===== config.mk =====
export PLATFORM = sky130hd
export DESIGN_NAME = line_tracer_drive_control_core
export DESIGN_NICKNAME = d
export VERILOG_FILES = /design/src/rtl/ltdc_pkg.sv /design/src/rtl/ltdc_ctrl.sv /design/src/rtl/ltdc_dp.sv /design/src/rtl/line_tracer_drive_control_core.sv
export SDC_FILE = /design/constraint.sdc
export NUM_CORES = 1
export LEC_CHECK = 0
export BUFFER_PORTS_ARGS = -buffer_cell sky130_fd_sc_hd__buf_2
export CAP_MARGIN = 20
export CORE_MARGIN = 3
export CORE_UTILIZATION = 55
export CTS_BUF_LIST = sky130_fd_sc_hd__clkbuf_16
export CTS_CLUSTER_SIZE = 30
export DETAILED_ROUTE_END_ITERATION = 8
export PLACE_DENSITY_LB_ADDON = 0.2
export SETUP_SLACK_MARGIN = 0.05
export SKIP_CTS_REPAIR_TIMING = 1
export SLEW_MARGIN = 20
export SYNTH_ARGS = -nofsm -noshare
export SYNTH_HDL_FRONTEND = slang
export SYNTH_HIERARCHICAL = 1
export SYNTH_SLANG_ARGS = --single-unit

===== constraint.sdc =====
create_clock -name i_clk -period 9.4 [get_ports i_clk]
set_input_delay 1.41 -clock i_clk [delete_from_list [all_inputs] [get_ports i_clk]]
set_output_delay 1.41 -clock i_clk [all_outputs]
set_load 0.1 [all_outputs]

===== src/rtl/ltdc_pkg.sv =====
// ----------------------------------------------------------------------------
// ltdc_pkg
// Shared types, register indexes, state codes and a saturation helper for the
// line tracer drive control core.
// ----------------------------------------------------------------------------
`default_nettype none

package ltdc_pkg;

    localparam int MODE_COUNT_DEF = 4;
    localparam int HALF_TREAD_DEF = 45;
    localparam int NUM_TARGETS    = 4;
    localparam int TREAD_W        = 8;
    localparam int DIV_STEPS      = 32;
    localparam int STEP_W         = $clog2(DIV_STEPS);

    localparam int CFG_IDX_W  = 3;
    localparam int CFG_DATA_W = 16;

    localparam logic [CFG_IDX_W-1:0] REG_TARGET0    = 3'd0;
    localparam logic [CFG_IDX_W-1:0] REG_TARGET1    = 3'd1;
    localparam logic [CFG_IDX_W-1:0] REG_TARGET2    = 3'd2;
    localparam logic [CFG_IDX_W-1:0] REG_TARGET3    = 3'd3;
    localparam logic [CFG_IDX_W-1:0] REG_MODE       = 3'd4;
    localparam logic [CFG_IDX_W-1:0] REG_FULL_SCALE = 3'd5;
    localparam logic [CFG_IDX_W-1:0] REG_STOP_DELAY = 3'd6;
    localparam logic [CFG_IDX_W-1:0] REG_GOAL_LIMIT = 3'd7;

    localparam logic [15:0] FULL_SCALE_RST = 16'd1000;
    localparam logic [15:0] STOP_DELAY_RST = 16'd600;
    localparam logic [7:0]  GOAL_LIMIT_RST = 8'd2;

    localparam logic [1:0] ST_STOP    = 2'd0;
    localparam logic [1:0] ST_TO_RUN  = 2'd1;
    localparam logic [1:0] ST_RUN     = 2'd2;
    localparam logic [1:0] ST_TO_STOP = 2'd3;

    localparam logic signed [31:0] S32_MAX = 32'sh7FFF_FFFF;
    localparam logic signed [31:0] S32_MIN = 32'sh8000_0000;

    typedef struct packed {
        logic load;
        logic mul;
        logic div_step;
        logic commit;
    } t_dp_cmd;

    typedef struct packed {
        logic func;
        logic out_free;
    } t_dp_status;

    function automatic logic signed [31:0] sat32(input logic signed [33:0] v);
        logic signed [31:0] res;
        if (v > 34'(S32_MAX)) begin
            res = S32_MAX;
        end else if (v < 34'(S32_MIN)) begin
            res = S32_MIN;
        end else begin
            res = v[31:0];
        end
        return res;
    endfunction

endpackage

`default_nettype wire


===== src/rtl/ltdc_ctrl.sv =====
// ----------------------------------------------------------------------------
// ltdc_ctrl
// Sequencer: accept an item, multiply, run the serial divider (control ticks only), commit.
// ----------------------------------------------------------------------------
`default_nettype none

module ltdc_ctrl (
    input  wire                 i_clk,
    input  wire                 i_rst_n,
    input  wire                 i_valid,
    output logic                o_stall,
    input  ltdc_pkg::t_dp_status i_status,
    output ltdc_pkg::t_dp_cmd   o_cmd
);

    localparam logic [1:0] SQ_IDLE = 2'd0;
    localparam logic [1:0] SQ_MUL  = 2'd1;
    localparam logic [1:0] SQ_DIV  = 2'd2;
    localparam logic [1:0] SQ_FIN  = 2'd3;

    logic [1:0]                    r_state, n_state;
    logic [ltdc_pkg::STEP_W-1:0]   r_step, n_step;
    logic                          w_accept;

    assign o_stall  = (r_state != SQ_IDLE);
    assign w_accept = i_valid && (r_state == SQ_IDLE);

    always_comb begin
        n_state = r_state;
        n_step  = r_step;
        o_cmd   = '0;
        case (r_state)
            SQ_IDLE: begin
                o_cmd.load = w_accept;
                if (w_accept) begin
                    n_state = SQ_MUL;
                end
            end
            SQ_MUL: begin
                o_cmd.mul = 1'b1;
                n_step    = '0;
                n_state   = i_status.func ? SQ_FIN : SQ_DIV;
            end
            SQ_DIV: begin
                o_cmd.div_step = 1'b1;
                n_step         = r_step + 1'b1;
                if (r_step == ltdc_pkg::STEP_W'(ltdc_pkg::DIV_STEPS - 1)) begin
                    n_state = SQ_FIN;
                end
            end
            SQ_FIN: begin
                o_cmd.commit = i_status.out_free;
                if (i_status.out_free) begin
                    n_state = SQ_IDLE;
                end
            end
            default: begin
                n_state = SQ_IDLE;
            end
        endcase
    end

    always_ff @(posedge i_clk) begin
        if (!i_rst_n) begin
            r_state <= SQ_IDLE;
            r_step  <= '0;
        end else begin
            r_state <= n_state;
            r_step  <= n_step;
        end
    end

    a_accept_leaves_idle: assert property (@(posedge i_clk) disable iff (!i_rst_n)
        (r_state == SQ_IDLE && i_valid) |=> (r_state == SQ_MUL))
        else $error("accepted item did not start");

    a_div_ends: assert property (@(posedge i_clk) disable iff (!i_rst_n)
        (r_state == SQ_DIV && r_step == ltdc_pkg::STEP_W'(ltdc_pkg::DIV_STEPS - 1))
        |=> (r_state == SQ_FIN))
        else $error("divider did not finish after full step count");

    a_commit_free: assert property (@(posedge i_clk) disable iff (!i_rst_n)
        o_cmd.commit |-> (i_status.out_free && r_state == SQ_FIN))
        else $error("commit while output register busy");

    a_one_cmd: assert property (@(posedge i_clk) disable iff (!i_rst_n)
        $onehot0(o_cmd))
        else $error("more than one datapath command");

endmodule

`default_nettype wire


===== src/rtl/ltdc_dp.sv =====
// ----------------------------------------------------------------------------
// ltdc_dp
// Datapath: config registers, duty multiply and serial divide, differential
// drive with saturation, drive state and stop countdown, output register.
// ----------------------------------------------------------------------------
`default_nettype none

module ltdc_dp #(
    parameter int MODE_COUNT = ltdc_pkg::MODE_COUNT_DEF,
    parameter int HALF_TREAD = ltdc_pkg::HALF_TREAD_DEF
) (
    input  wire                                 i_clk,
    input  wire                                 i_rst_n,
    input  wire                                 i_cfg_we,
    input  wire  [ltdc_pkg::CFG_IDX_W-1:0]      i_cfg_idx,
    input  wire  [ltdc_pkg::CFG_DATA_W-1:0]     i_cfg_data,
    input  wire                                 i_func,
    input  wire  signed [15:0]                  i_line_offset,
    input  wire  [7:0]                          i_marker_count,
    input  wire  [15:0]                         i_battery_mv,
    input  wire  [1:0]                          i_new_state,
    input  ltdc_pkg::t_dp_cmd                   i_cmd,
    output ltdc_pkg::t_dp_status                o_status,
    input  wire                                 i_stall,
    output logic                                o_valid,
    output logic signed [31:0]                  o_right_drive,
    output logic signed [31:0]                  o_left_drive,
    output logic                                o_drive_valid,
    output logic                                o_clear_markers,
    output logic [1:0]                          o_state_now
);

    localparam int MODE_LAST = ((MODE_COUNT < ltdc_pkg::NUM_TARGETS) ?
                                MODE_COUNT : ltdc_pkg::NUM_TARGETS) - 1;
    localparam logic [ltdc_pkg::TREAD_W-1:0] TREAD = ltdc_pkg::TREAD_W'(HALF_TREAD);

    logic [15:0] r_target [ltdc_pkg::NUM_TARGETS];
    logic [1:0]  r_mode;
    logic [15:0] r_full_scale;
    logic [15:0] r_stop_delay;
    logic [7:0]  r_goal_limit;

    logic               r_func;
    logic signed [15:0] r_offset;
    logic [7:0]         r_markers;
    logic [15:0]        r_battery;
    logic [1:0]         r_new_state;

    logic [31:0]        r_quo;
    logic [15:0]        r_rem;
    logic signed [25:0] r_turn;

    logic [1:0]  r_drv_state, n_drv_state;
    logic [15:0] r_countdown, n_countdown;

    logic               r_valid;
    logic signed [31:0] r_right, n_right;
    logic signed [31:0] r_left, n_left;
    logic               r_drive_valid, n_drive_valid;
    logic               r_clear, n_clear;

    logic [1:0]         w_sel;
    logic [31:0]        w_prod;
    logic signed [16:0] w_neg_off;
    logic signed [25:0] w_turn;
    logic [16:0]        w_trial;
    logic               w_fit;
    logic signed [31:0] w_duty;
    logic signed [33:0] w_sum_r;
    logic signed [33:0] w_sum_l;
    logic               w_out_free;

    assign w_sel = ({30'd0, r_mode} > MODE_LAST) ? 2'(MODE_LAST) : r_mode;

    assign w_prod    = 32'(r_full_scale) * 32'(r_target[w_sel]);
    assign w_neg_off = -$signed({r_offset[15], r_offset});
    assign w_turn    = w_neg_off * $signed({1'b0, TREAD});

    assign w_trial = {r_rem, r_quo[31]};
    assign w_fit   = (w_trial >= {1'b0, r_battery});

    assign w_duty  = r_quo[31] ? ltdc_pkg::S32_MAX : $signed(r_quo);
    assign w_sum_r = 34'(w_duty) + 34'(r_turn);
    assign w_sum_l = 34'(w_duty) - 34'(r_turn);

    assign w_out_free = !r_valid || !i_stall;
    assign o_status.func     = r_func;
    assign o_status.out_free = w_out_free;

    always_comb begin
        n_drv_state   = r_drv_state;
        n_countdown   = r_countdown;
        n_right       = '0;
        n_left        = '0;
        n_drive_valid = 1'b0;
        n_clear       = 1'b0;
        if (r_func) begin
            n_drv_state = r_new_state;
        end else begin
            case (r_drv_state)
                ltdc_pkg::ST_TO_RUN: begin
                    n_clear     = 1'b1;
                    n_drv_state = ltdc_pkg::ST_RUN;
                end
                ltdc_pkg::ST_RUN: begin
                    n_drive_valid = 1'b1;
                    n_right       = ltdc_pkg::sat32(w_sum_r);
                    n_left        = ltdc_pkg::sat32(w_sum_l);
                    if (r_markers >= r_goal_limit) begin
                        n_drv_state = ltdc_pkg::ST_TO_STOP;
                        n_countdown = r_stop_delay;
                    end
                end
                ltdc_pkg::ST_TO_STOP: begin
                    n_drive_valid = 1'b1;
                    n_right       = ltdc_pkg::sat32(w_sum_r);
                    n_left        = ltdc_pkg::sat32(w_sum_l);
                    if (r_countdown == '0) begin
                        n_drv_state = ltdc_pkg::ST_STOP;
                    end
                end
                default: begin
                    n_drive_valid = 1'b1;
                    n_right       = 32'sd1;
                    n_left        = 32'sd1;
                end
            endcase
            if (n_countdown != '0) begin
                n_countdown = n_countdown - 16'd1;
            end
        end
    end

    always_ff @(posedge i_clk) begin
        if (!i_rst_n) begin
            for (int k = 0; k < ltdc_pkg::NUM_TARGETS; k++) begin
                r_target[k] <= '0;
            end
            r_mode       <= '0;
            r_full_scale <= ltdc_pkg::FULL_SCALE_RST;
            r_stop_delay <= ltdc_pkg::STOP_DELAY_RST;
            r_goal_limit <= ltdc_pkg::GOAL_LIMIT_RST;
        end else if (i_cfg_we) begin
            case (i_cfg_idx)
                ltdc_pkg::REG_TARGET0:    r_target[0]  <= i_cfg_data;
                ltdc_pkg::REG_TARGET1:    r_target[1]  <= i_cfg_data;
                ltdc_pkg::REG_TARGET2:    r_target[2]  <= i_cfg_data;
                ltdc_pkg::REG_TARGET3:    r_target[3]  <= i_cfg_data;
                ltdc_pkg::REG_MODE:       r_mode       <= i_cfg_data[1:0];
                ltdc_pkg::REG_FULL_SCALE: r_full_scale <= i_cfg_data;
                ltdc_pkg::REG_STOP_DELAY: r_stop_delay <= i_cfg_data;
                ltdc_pkg::REG_GOAL_LIMIT: r_goal_limit <= i_cfg_data[7:0];
                default: begin
                end
            endcase
        end
    end

    always_ff @(posedge i_clk) begin
        if (i_cmd.load) begin
            r_func      <= i_func;
            r_offset    <= i_line_offset;
            r_markers   <= i_marker_count;
            r_battery   <= i_battery_mv;
            r_new_state <= i_new_state;
        end
        if (i_cmd.mul) begin
            r_quo  <= w_prod;
            r_rem  <= '0;
            r_turn <= w_turn;
        end else if (i_cmd.div_step) begin
            r_quo <= {r_quo[30:0], w_fit};
            r_rem <= w_fit ? 16'(w_trial - {1'b0, r_battery}) : w_trial[15:0];
        end
        if (i_cmd.commit) begin
            r_right       <= n_right;
            r_left        <= n_left;
            r_drive_valid <= n_drive_valid;
            r_clear       <= n_clear;
        end
    end

    always_ff @(posedge i_clk) begin
        if (!i_rst_n) begin
            r_drv_state <= ltdc_pkg::ST_STOP;
            r_countdown <= '0;
            r_valid     <= 1'b0;
        end else begin
            if (i_cmd.commit) begin
                r_drv_state <= n_drv_state;
                r_countdown <= n_countdown;
                r_valid     <= 1'b1;
            end else if (!i_stall) begin
                r_valid <= 1'b0;
            end
        end
    end

    assign o_valid         = r_valid;
    assign o_right_drive   = r_right;
    assign o_left_drive    = r_left;
    assign o_drive_valid   = r_drive_valid;
    assign o_clear_markers = r_clear;
    assign o_state_now     = r_drv_state;

    a_no_drive_zero: assert property (@(posedge i_clk) disable iff (!i_rst_n)
        (r_valid && !r_drive_valid) |-> (r_right == '0 && r_left == '0))
        else $error("drive values present without drive");

    a_clear_to_run: assert property (@(posedge i_clk) disable iff (!i_rst_n)
        (r_valid && r_clear) |-> (r_drv_state == ltdc_pkg::ST_RUN && !r_drive_valid))
        else $error("marker clear outside run entry");

    a_countdown_moves: assert property (@(posedge i_clk) disable iff (!i_rst_n)
        !i_cmd.commit |=> $stable(r_countdown))
        else $error("countdown changed without commit");

endmodule

`default_nettype wire


===== src/rtl/line_tracer_drive_control_core.sv =====
// ----------------------------------------------------------------------------
// line_tracer_drive_control_core
// Four-state line tracer drive controller with battery-compensated duty.
//
//  channel  direction  handshake            payload
//  input    in         i_valid / o_stall    i_func, i_line_offset,
//                                           i_marker_count, i_battery_mv,
//                                           i_new_state
//  result   out        o_valid / i_stall    o_right_drive, o_left_drive,
//                                           o_drive_valid, o_clear_markers,
//                                           o_state_now
//  config   in         i_cfg_we             i_cfg_idx, i_cfg_data
//
// A control tick is captured, then goes through the duty multiply, the radix-2
// divider and a final step that forms the drive. A set-state item skips the
// divider. One item is in flight at a time.
// Reset is synchronous, active low; no clearing pass is needed.
// The result register holds while i_stall is high; the next item may be
// accepted and worked on meanwhile, and commits once the register frees.
// ----------------------------------------------------------------------------
`default_nettype none

module line_tracer_drive_control_core #(
    parameter int MODE_COUNT = ltdc_pkg::MODE_COUNT_DEF,
    parameter int HALF_TREAD = ltdc_pkg::HALF_TREAD_DEF
) (
    input  wire                             i_clk,
    input  wire                             i_rst_n,
    input  wire                             i_cfg_we,
    input  wire  [ltdc_pkg::CFG_IDX_W-1:0]  i_cfg_idx,
    input  wire  [ltdc_pkg::CFG_DATA_W-1:0] i_cfg_data,
    input  wire                             i_valid,
    output logic                            o_stall,
    input  wire                             i_func,
    input  wire  signed [15:0]              i_line_offset,
    input  wire  [7:0]                      i_marker_count,
    input  wire  [15:0]                     i_battery_mv,
    input  wire  [1:0]                      i_new_state,
    output logic                            o_valid,
    input  wire                             i_stall,
    output logic signed [31:0]              o_right_drive,
    output logic signed [31:0]              o_left_drive,
    output logic                            o_drive_valid,
    output logic                            o_clear_markers,
    output logic [1:0]                      o_state_now
);

    ltdc_pkg::t_dp_cmd    w_cmd;
    ltdc_pkg::t_dp_status w_status;

    ltdc_ctrl u_ctrl (
        .i_clk    (i_clk),
        .i_rst_n  (i_rst_n),
        .i_valid  (i_valid),
        .o_stall  (o_stall),
        .i_status (w_status),
        .o_cmd    (w_cmd)
    );

    ltdc_dp #(
        .MODE_COUNT (MODE_COUNT),
        .HALF_TREAD (HALF_TREAD)
    ) u_dp (
        .i_clk           (i_clk),
        .i_rst_n         (i_rst_n),
        .i_cfg_we        (i_cfg_we),
        .i_cfg_idx       (i_cfg_idx),
        .i_cfg_data      (i_cfg_data),
        .i_func          (i_func),
        .i_line_offset   (i_line_offset),
        .i_marker_count  (i_marker_count),
        .i_battery_mv    (i_battery_mv),
        .i_new_state     (i_new_state),
        .i_cmd           (w_cmd),
        .o_status        (w_status),
        .i_stall         (i_stall),
        .o_valid         (o_valid),
        .o_right_drive   (o_right_drive),
        .o_left_drive    (o_left_drive),
        .o_drive_valid   (o_drive_valid),
        .o_clear_markers (o_clear_markers),
        .o_state_now     (o_state_now)
    );

endmodule

`default_nettype wire


Word-level counts from Yosys, hierarchy flattened
Memory sizes are Yosys's and may differ from the RTL's. A register that Yosys moved wholly into a read port is not among the register bits. Index checks and enable logic that the tools add are counted.

Memory bits (writable): 64. Memories: 1. Register bits: 249. Output and inout bits: 70. Input port bits: 67.

Memories: u_dp.r_target (depth 4, bits a word 16, rd ports 1, clocked after Yosys merged registers in 1, write ports 4, line ltdc_dp.sv:37) `logic [15:0] r_target [ltdc_pkg::NUM_TARGETS];`.

$mul: 2. Bitwise operators: 5. Equality and inequality tests: 20. Add/subtract/negate cells: 6. Reductions and logical operators: 20. Multiplexer cells: 55. Magnitude comparators: 6.

Operators with widths (number): 2-to-1 mux 32 bit (6); 2-to-1 mux 16 bit (9); case mux 32 bit (2 select lines) (2); greater-than comparator 34 x 32 -> 1 bit, second input constant (2); < comparator 34 x 32 -> 1 bit, second input constant (2); adder 32 x 24 -> 33 bit (1); subtractor 32 x 24 -> 33 bit (1); multiplier 16 x 16 -> 32 bit (1); 2-to-1 mux 31 bit (1); 2-to-1 mux 1 bit (26); multiplier 17 x 7 -> 24 bit, second input constant (1); >= comparator 17 x 16 -> 1 bit (1); negation 16 -> 17 bit (1); logical NOT 16 bit (1); 2-to-1 mux 2 bit (8); nonzero test 16 bit (1); subtractor 16 x 1 -> 16 bit, second input constant (1); subtractor 16 bit (1); == test 3 bit, second input constant (4); case mux 5 bit (2 select lines) (1); AND reduction 2 bit (5); == test 2 bit, second input constant (4); >= comparator 8 bit (1); inequality test 2 x 1 -> 1 bit, second input constant (4); 20 further kinds (29).

Logic depth before layout (Yosys ltp)
Gate-level depths: netlist of run 1.

Depth in word-level cells: 6. Gate-level depth with buffers: 27. Depth with buffers taken out: 24.

Modules after synthesis
Netlist of run 1, hierarchy kept.

By module, submodules not included: ltdc_dp (area an instance 28511.1 µm², instances 1, cells each 3015, sequential area each 8458.1 µm²); ltdc_ctrl (area an instance 479.2 µm², instances 1, cells each 54, sequential area each 140.1 µm²).

Least setup slack after synthesis of run 1
OpenSTA, ideal clock, no wires.

Path kind: reg2reg. Start point: register with a tool-made name. End point: register u_dp.r_quo[30] (data pin). Data required time: 9.140 ns. Stages on the path, launching flop included: 25. Arrival time: 7.303 ns. Setup slack: 1.837 ns. Cell sequence: dfxtp_1 clkbuf_1 buf_1 mux4_2 clkbuf_1 nand2_1 fa_1 fa_1 fa_1 fa_1 inv_1 fa_1 inv_1 fa_1 inv_1 ha_1 nand2_1 o211a_1 a31o_2 o311ai_0 a211o_1 a31oi_1 o21bai_1 xor2_1 mux2_2.

RTL lines: end signal, assigned (line ltdc_dp.sv:168) `r_quo <= w_prod;`; end signal, assigned (line ltdc_dp.sv:172) `r_quo <= {r_quo[30:0], w_fit};`; end, declared (line ltdc_dp.sv:49) `logic [31:0] r_quo;`.

==> summary.txt, run 1 <==
Outcome -> completed
Syn Nets -> 3620
DRC violations left -> 0
Clock-pin slew on the worst setup and hold paths -> 0.06 ns
Reg2reg path depth -> 23
Class of the tightest hold or removal check -> reg -> reg
#FFs+latches synth -> 315
Area growth from synthesis to layout -> 8.127%
Fillers -> 4410
TritonCTS clock tree -> yes
Critical-path maximum fanout -> 16
Drt total wl -> 73.58 mm
Die Y -> 235.6 µm
Fin util -> 60.61%
Startpoint Class -> flop
Die area -> 55500 µm²
First-pass GRT wire length -> 120.4 mm
Share of post-route cells with drive strength above 1 -> 10.59%
CP required -> 9.71 ns
Number of stages on the worst setup path -> 23
RSZ-0062 raised after global routing -> no
Design Area, Final -> 31350 µm²
Worst setup margin -> 1.317 ns
Slew at the pin closest to its max-slew limit -> 1.085 ns
Hold path depth -> 2
Commonest non-fill, non-tap cell in the layout -> inv_1
Delay-heaviest family, CP -> adder cells
Largest net degree at the start of global routing -> 84
WS Path Type -> reg -> reg
Gate Count Post-Synth -> 3069
Setup tns final -> 0 ns
CP Capture Type -> flop
CP peak stage delay -> 0.81 ns
Max H-tree Level -> 2
Ant. Diodes -> 0
Crit path DAT -> 8.39 ns
Slew margin rel. -> 27.43%
Syn_area_per_cell -> 9.446 µm²
Port Buf Inserts -> 136
Top FF cell, synth -> edfxtp_1
Initial Utilization -> 56.06%
Clock Sinks -> 315
Worst path cell trace -> buf_4 > mux4_2 > and2_1 > fa_1 > inv_1 > fa_1 > fa_1 > fa_1 > inv_1 > fa_1 > inv_1 > fa_1 > inv_1 > ha_1 > nand2_1 > o211a_1 > a31o_2 > o311ai_0 > a211o_1 > a31oi_1 > o21bai_1 > xor2_1 > mux2_2
Most used cell, CP -> fa_1
WP buf/inv -> 5
Detailed-route via count -> 22210
Synth unique cells -> 91
Tcrit/Tclk final -> 85.99%
Syn Std Cell Area -> 28990 µm²
Hpwl dp -> 55.32 mm
Clock buffer depth -> 3
Vias in the first global route -> 22780
Slowest CP cell -> dfxtp_1
Vias per cell -> 5.794
Post-DRT Antenna Nets -> 0
Drt pass-1 iters -> 5
Number of CTS-inserted buffers -> 37
Post-synthesis sequential area ratio -> 29.66%
DR WL/cell -> 19.19 µm
Initial antenna violation count -> 0
Max Freq -> 123.7 MHz
EDFF count, synth -> 229
Root Buffer -> clkbuf_16
Minimum clock period -> 8.083 ns
RD Place Congestion -> 0.9409
Placed inst area -> 30120 µm²
Gr usage total -> 26.60%
Async SR Flop Fraction -> 0%
Setup slack, reg-to-reg -> 1.32 ns
Worst-Skew Late Latency -> 0.58 ns
Final Hold Viols -> 0
Setup violators final -> 0
Num rows -> 83
Nets -> 3676
Max Slew Vio Count -> 0
DIE WIDTH -> 235.6 µm
Setup Skew -> 0.03015 ns
Core area -> 51720 µm²
Yosys Warn Count -> 6
I/O pin cnt -> 137
Place WS -> 1.369 ns
Most frequent cells in the layout -> 417 x inv_1, 304 x nand2_1, 256 x ha_1
Global route overflow -> 0
Max-Cap Viols -> 0
Iteration-0 DRC Markers -> 1657
==> cells in the mapped netlist (6+ instances only) <==
master       n  area [µm²]
a211oi_1    22       165.2
a21o_1      36       270.3
a21oi_1    174       870.8
a311oi_1     6       52.55
a31oi_1     27       168.9
and2_1     189        1182
and3_1      16       100.1
buf_1        6       22.52
buf_2       10       50.05
buf_4        7       52.55
clkbuf_1   105       394.1
dfxtp_1     86        1722
edfxtp_1   229        6877
fa_1       227        4544
ha_1       257        3216
inv_1      412        1546
mux2_2      29       326.6
mux2i_1     29       290.3
mux4_2      16       360.4
nand2_1    304        1141
nand2b_1    28       175.2
nand3_1     55       275.3
nand4_1     13       81.33
nor2_1     157       589.3
nor2b_1     25       156.4
nor3_1      48       240.2
nor4_1      15       93.84
o2111ai_1   10       87.58
o211ai_1    36       270.3
o21a_1      20       150.1
o21ai_0    111       555.5
o21ai_1      6       30.03
o21bai_1    19       142.6
o22ai_1     15       93.84
o311a_1      6       60.06
o311ai_0     6       52.55
o31a_1       9       78.83
o31ai_1     21       157.7
or2_2       43       269.0
or3_1       13       81.33
or4_1       11       82.58
xnor2_1     93       814.5
xor2_1      26       227.7
==> worst min-delay path: cells and delay by family (launching register included) <==
kind,cells,cell delay (ns)
AO/OA/AOI/OAI,1,0.05
flip-flops,1,0.31
AND/OR/NAND/NOR,1,0.05
==> registers in the layout, indices dropped and copies added, names as in the netlist, 5 cells and up, named ones only <==
signal,cells
u_dp/r_turn,24
u_dp/r_battery,16
u_ctrl/r_step,5
u_dp/r_quo,32
u_dp/o_left_drive,32
u_dp/r_stop_delay,16
u_dp/r_full_scale,16
u_dp/r_rem,16
u_dp/r_target,64
u_dp/r_offset,16
u_dp/r_markers,8
u_dp/r_goal_limit,8
u_dp/o_right_drive,32
u_dp/r_countdown,16
==> logic make-up after synthesis <==
family	share of synthesized area, %
multiplexers	3.371
buffers and inverters	7.398
flip-flops	29.66
AND/OR/NAND/NOR	16.35
AO/OA/AOI/OAI	12.82
adder cells (fa/ha/maj)	26.80
XOR/XNOR	3.595
==> area by class of cell <==
| type | instances | area (µm²) | area share [%] |
|---|---|---|---|
| Sequential cell | 315 | 8598 | 27.43 |
| Timing Repair Buffer | 151 | 793.3 | 2.531 |
| Multi-Input combinational cell | 2203 | 18330 | 58.47 |
| Clock inverter | 31 | 284.0 | 0.9061 |
| Tap cell | 680 | 850.8 | 2.714 |
| Clock buffer | 37 | 925.9 | 2.954 |
| Inverter | 417 | 1565 | 4.993 |
==> worst paths after layout <==
kind,from,to
setup / recovery,flop,u_dp/r_quo[30]
setup reg to reg,flop,u_dp/r_quo[30]
hold reg to reg,u_dp/r_goal_limit[3],u_dp/r_goal_limit[3]
hold / removal,u_dp/r_goal_limit[3],u_dp/r_goal_limit[3]
==> routing by layer <==
metal | share of wire, % | GRT usage (%) | up-vias
met1 | 43 | 36.15 | 10890
met2 | 48 | 44.14 | 675
met4 | 3.0 | 8.370 | 0
met5 | 0 | 0 | -
li1 | - | - | 10530
met3 | 6.0 | 3.971 | 122
==> per-stage QoR <==
stage | hold slack, ns | instances
2_1_floorplan | 0.4359 | 3069
3_3_place_gp | 0.4477 | 3765
3_5_place_dp | 0.4559 | 3765
4_1_cts | 0.4642 | 3833
5_1_grt | 0.4842 | 3834
6_report | 0.4629 | 3834
Power of run 1 is not shown: default switching activity piles up to over one toggle a cycle in this logic, so the estimate is an artifact.
==> run 2: changes to the inputs <==
--- a/config.mk
+++ b/config.mk
@@ -7,6 +7,7 @@
 export LEC_CHECK = 0
 export BUFFER_PORTS_ARGS = -buffer_cell sky130_fd_sc_hd__buf_2
 export CAP_MARGIN = 20
+export CORE_ASPECT_RATIO = 0.7
 export CORE_MARGIN = 3
 export CORE_UTILIZATION = 55
 export CTS_BUF_LIST = sky130_fd_sc_hd__clkbuf_16
==> run 2 against run 1 <==
Clock skew fell by 0.0071 ns. Flip-flop and latch count did not move. First-iteration DRC count rose by 13%. Largest cell class unchanged. Count of clock-buffer cells in the layout fell by 3. Sequential share of layout area barely moved. Final cell count fell by 0.31%. Highest routed layer unchanged. Via count rose by 1.0%.
==> summary.txt, run 2 (synthesized netlist as in run 1, its figures left out) <==
Outcome -> completed
Root Buffer -> clkbuf_16
Global route overflow -> 0
Number of CTS-inserted buffers -> 34
Vias per cell -> 5.873
DIE WIDTH -> 280.4 µm
First-pass GRT wire length -> 120.4 mm
Class of the tightest hold or removal check -> reg -> reg
Detailed-route via count -> 22450
Max reg flops -> 64
Initial Utilization -> 56.34%
Critical-path maximum fanout -> 16
Worst-Skew Late Latency -> 0.57 ns
Tcrit/Tclk final -> 84.28%
Place WS -> 1.504 ns
Vias in the first global route -> 22240
Initial antenna violation count -> 1
Slew margin rel. -> 21.94%
Clock buffer depth -> 3
CP required -> 9.71 ns
Post-DRT Antenna Nets -> 0
Final Hold Viols -> 0
Reg2reg path depth -> 22
Max Freq -> 126.2 MHz
DRC violations left -> 0
Ant. Diodes -> 0
Crit path DAT -> 8.24 ns
Hold path start -> u_dp/r_goal_limit[7]
Max-Cap Viols -> 0
Drt pass-1 iters -> 6
Worst Hold Endpoint -> u_dp/r_goal_limit[7]
Gr usage total -> 27.34%
Nets -> 3675
TritonCTS clock tree -> yes
Hold path depth -> 2
Slew at the pin closest to its max-slew limit -> 1.171 ns
Minimum clock period -> 7.922 ns
Drt total wl -> 74.85 mm
Die Y -> 198.1 µm
Port Buf Inserts -> 136
Setup Skew -> 0.02307 ns
Clock Sinks -> 315
Clock-pin slew on the worst setup and hold paths -> 0.06 ns
RSZ-0062 raised after global routing -> no
Setup violators final -> 0
Iteration-0 DRC Markers -> 1879
I/O pin cnt -> 137
Setup slack, reg-to-reg -> 1.48 ns
DR WL/cell -> 19.58 µm
Setup tns final -> 0 ns
Largest net degree at the start of global routing -> 67
RD Place Congestion -> 0.9468
Die area -> 55540 µm²
Most frequent cells in the layout -> 415 x inv_1, 304 x nand2_1, 256 x ha_1
Commonest non-fill, non-tap cell in the layout -> inv_1
Core area -> 51450 µm²
Max Slew Vio Count -> 0
Hpwl dp -> 57.04 mm
R2r endpoint -> u_dp/r_quo[30]
Share of post-route cells with drive strength above 1 -> 10.55%
CP Capture Type -> flop
Largest register by flop count -> u_dp/r_target
Area growth from synthesis to layout -> 7.993%
WS Path Type -> reg -> reg
Max H-tree Level -> 2
Worst setup margin -> 1.478 ns
Startpoint Class -> flop
Num rows -> 69
-- run 2: worst max-delay path, stage by stage (launching register included) --
cell and delay, ns:
dfxtp_1 0.81, mux4_2 0.76, and2_1 0.24, fa_1 0.53
inv_1 0.05, fa_1 0.57, fa_1 0.45, fa_1 0.50
inv_1 0.06, fa_1 0.54, inv_1 0.06, fa_1 0.54
inv_1 0.05, ha_1 0.38, nand2_1 0.11, o211a_1 0.22
a31o_2 0.27, o311ai_0 0.62, a211o_1 0.27, a31oi_1 0.12
o21bai_1 0.17, xor2_1 0.08, mux2_2 0.26
-- run 2: final cells by class --
type                       instances  area [µm²]
sequential                       315        8598
clock buffer                      34       850.8
fill                            4322       20150
tap                              674       843.3
clock inverter                    26       302.8
timing repair buffer             153       820.8
multi-input combinational       2203       18330
inverter                         417        1565
-- run 2: layer usage --
metal | up-vias | GRT usage (%) | share of wire [%]
met5 | - | 0 | 0
met4 | 0 | 6.205 | 1.7
met3 | 94 | 4.668 | 8.2
met2 | 853 | 40.61 | 43
met1 | 10980 | 41.87 | 48
li1 | 10520 | - | -
-- run 2: worst max path at each step --
stage,start,to,slack (ns),cells past startpoint
6_report,flop,u_dp/r_quo[30],1.48,22
3_5_place_dp,flop,u_dp/r_quo[30],1.50,22
2_1_floorplan,flop,u_dp/r_quo[30],1.84,24
5_1_grt,flop,u_dp/r_quo[30],1.07,22
3_3_place_gp,flop,u_dp/r_quo[30],1.58,22
4_1_cts,flop,u_dp/r_quo[30],1.46,22
-- run 2: metrics by stage --
stage	hold slack, ns	util (%)	area, µm²	cells
6_report	0.4612	60.85	31310	3822
5_1_grt	0.4813	60.85	31310	3822
4_1_cts	0.4625	60.76	31260	3819
3_5_place_dp	0.4541	58.52	30110	3759
2_1_floorplan	0.4359	-	28990	3069
3_3_place_gp	0.4435	58.52	30110	3759
Power of run 2 is left out for the same reason.
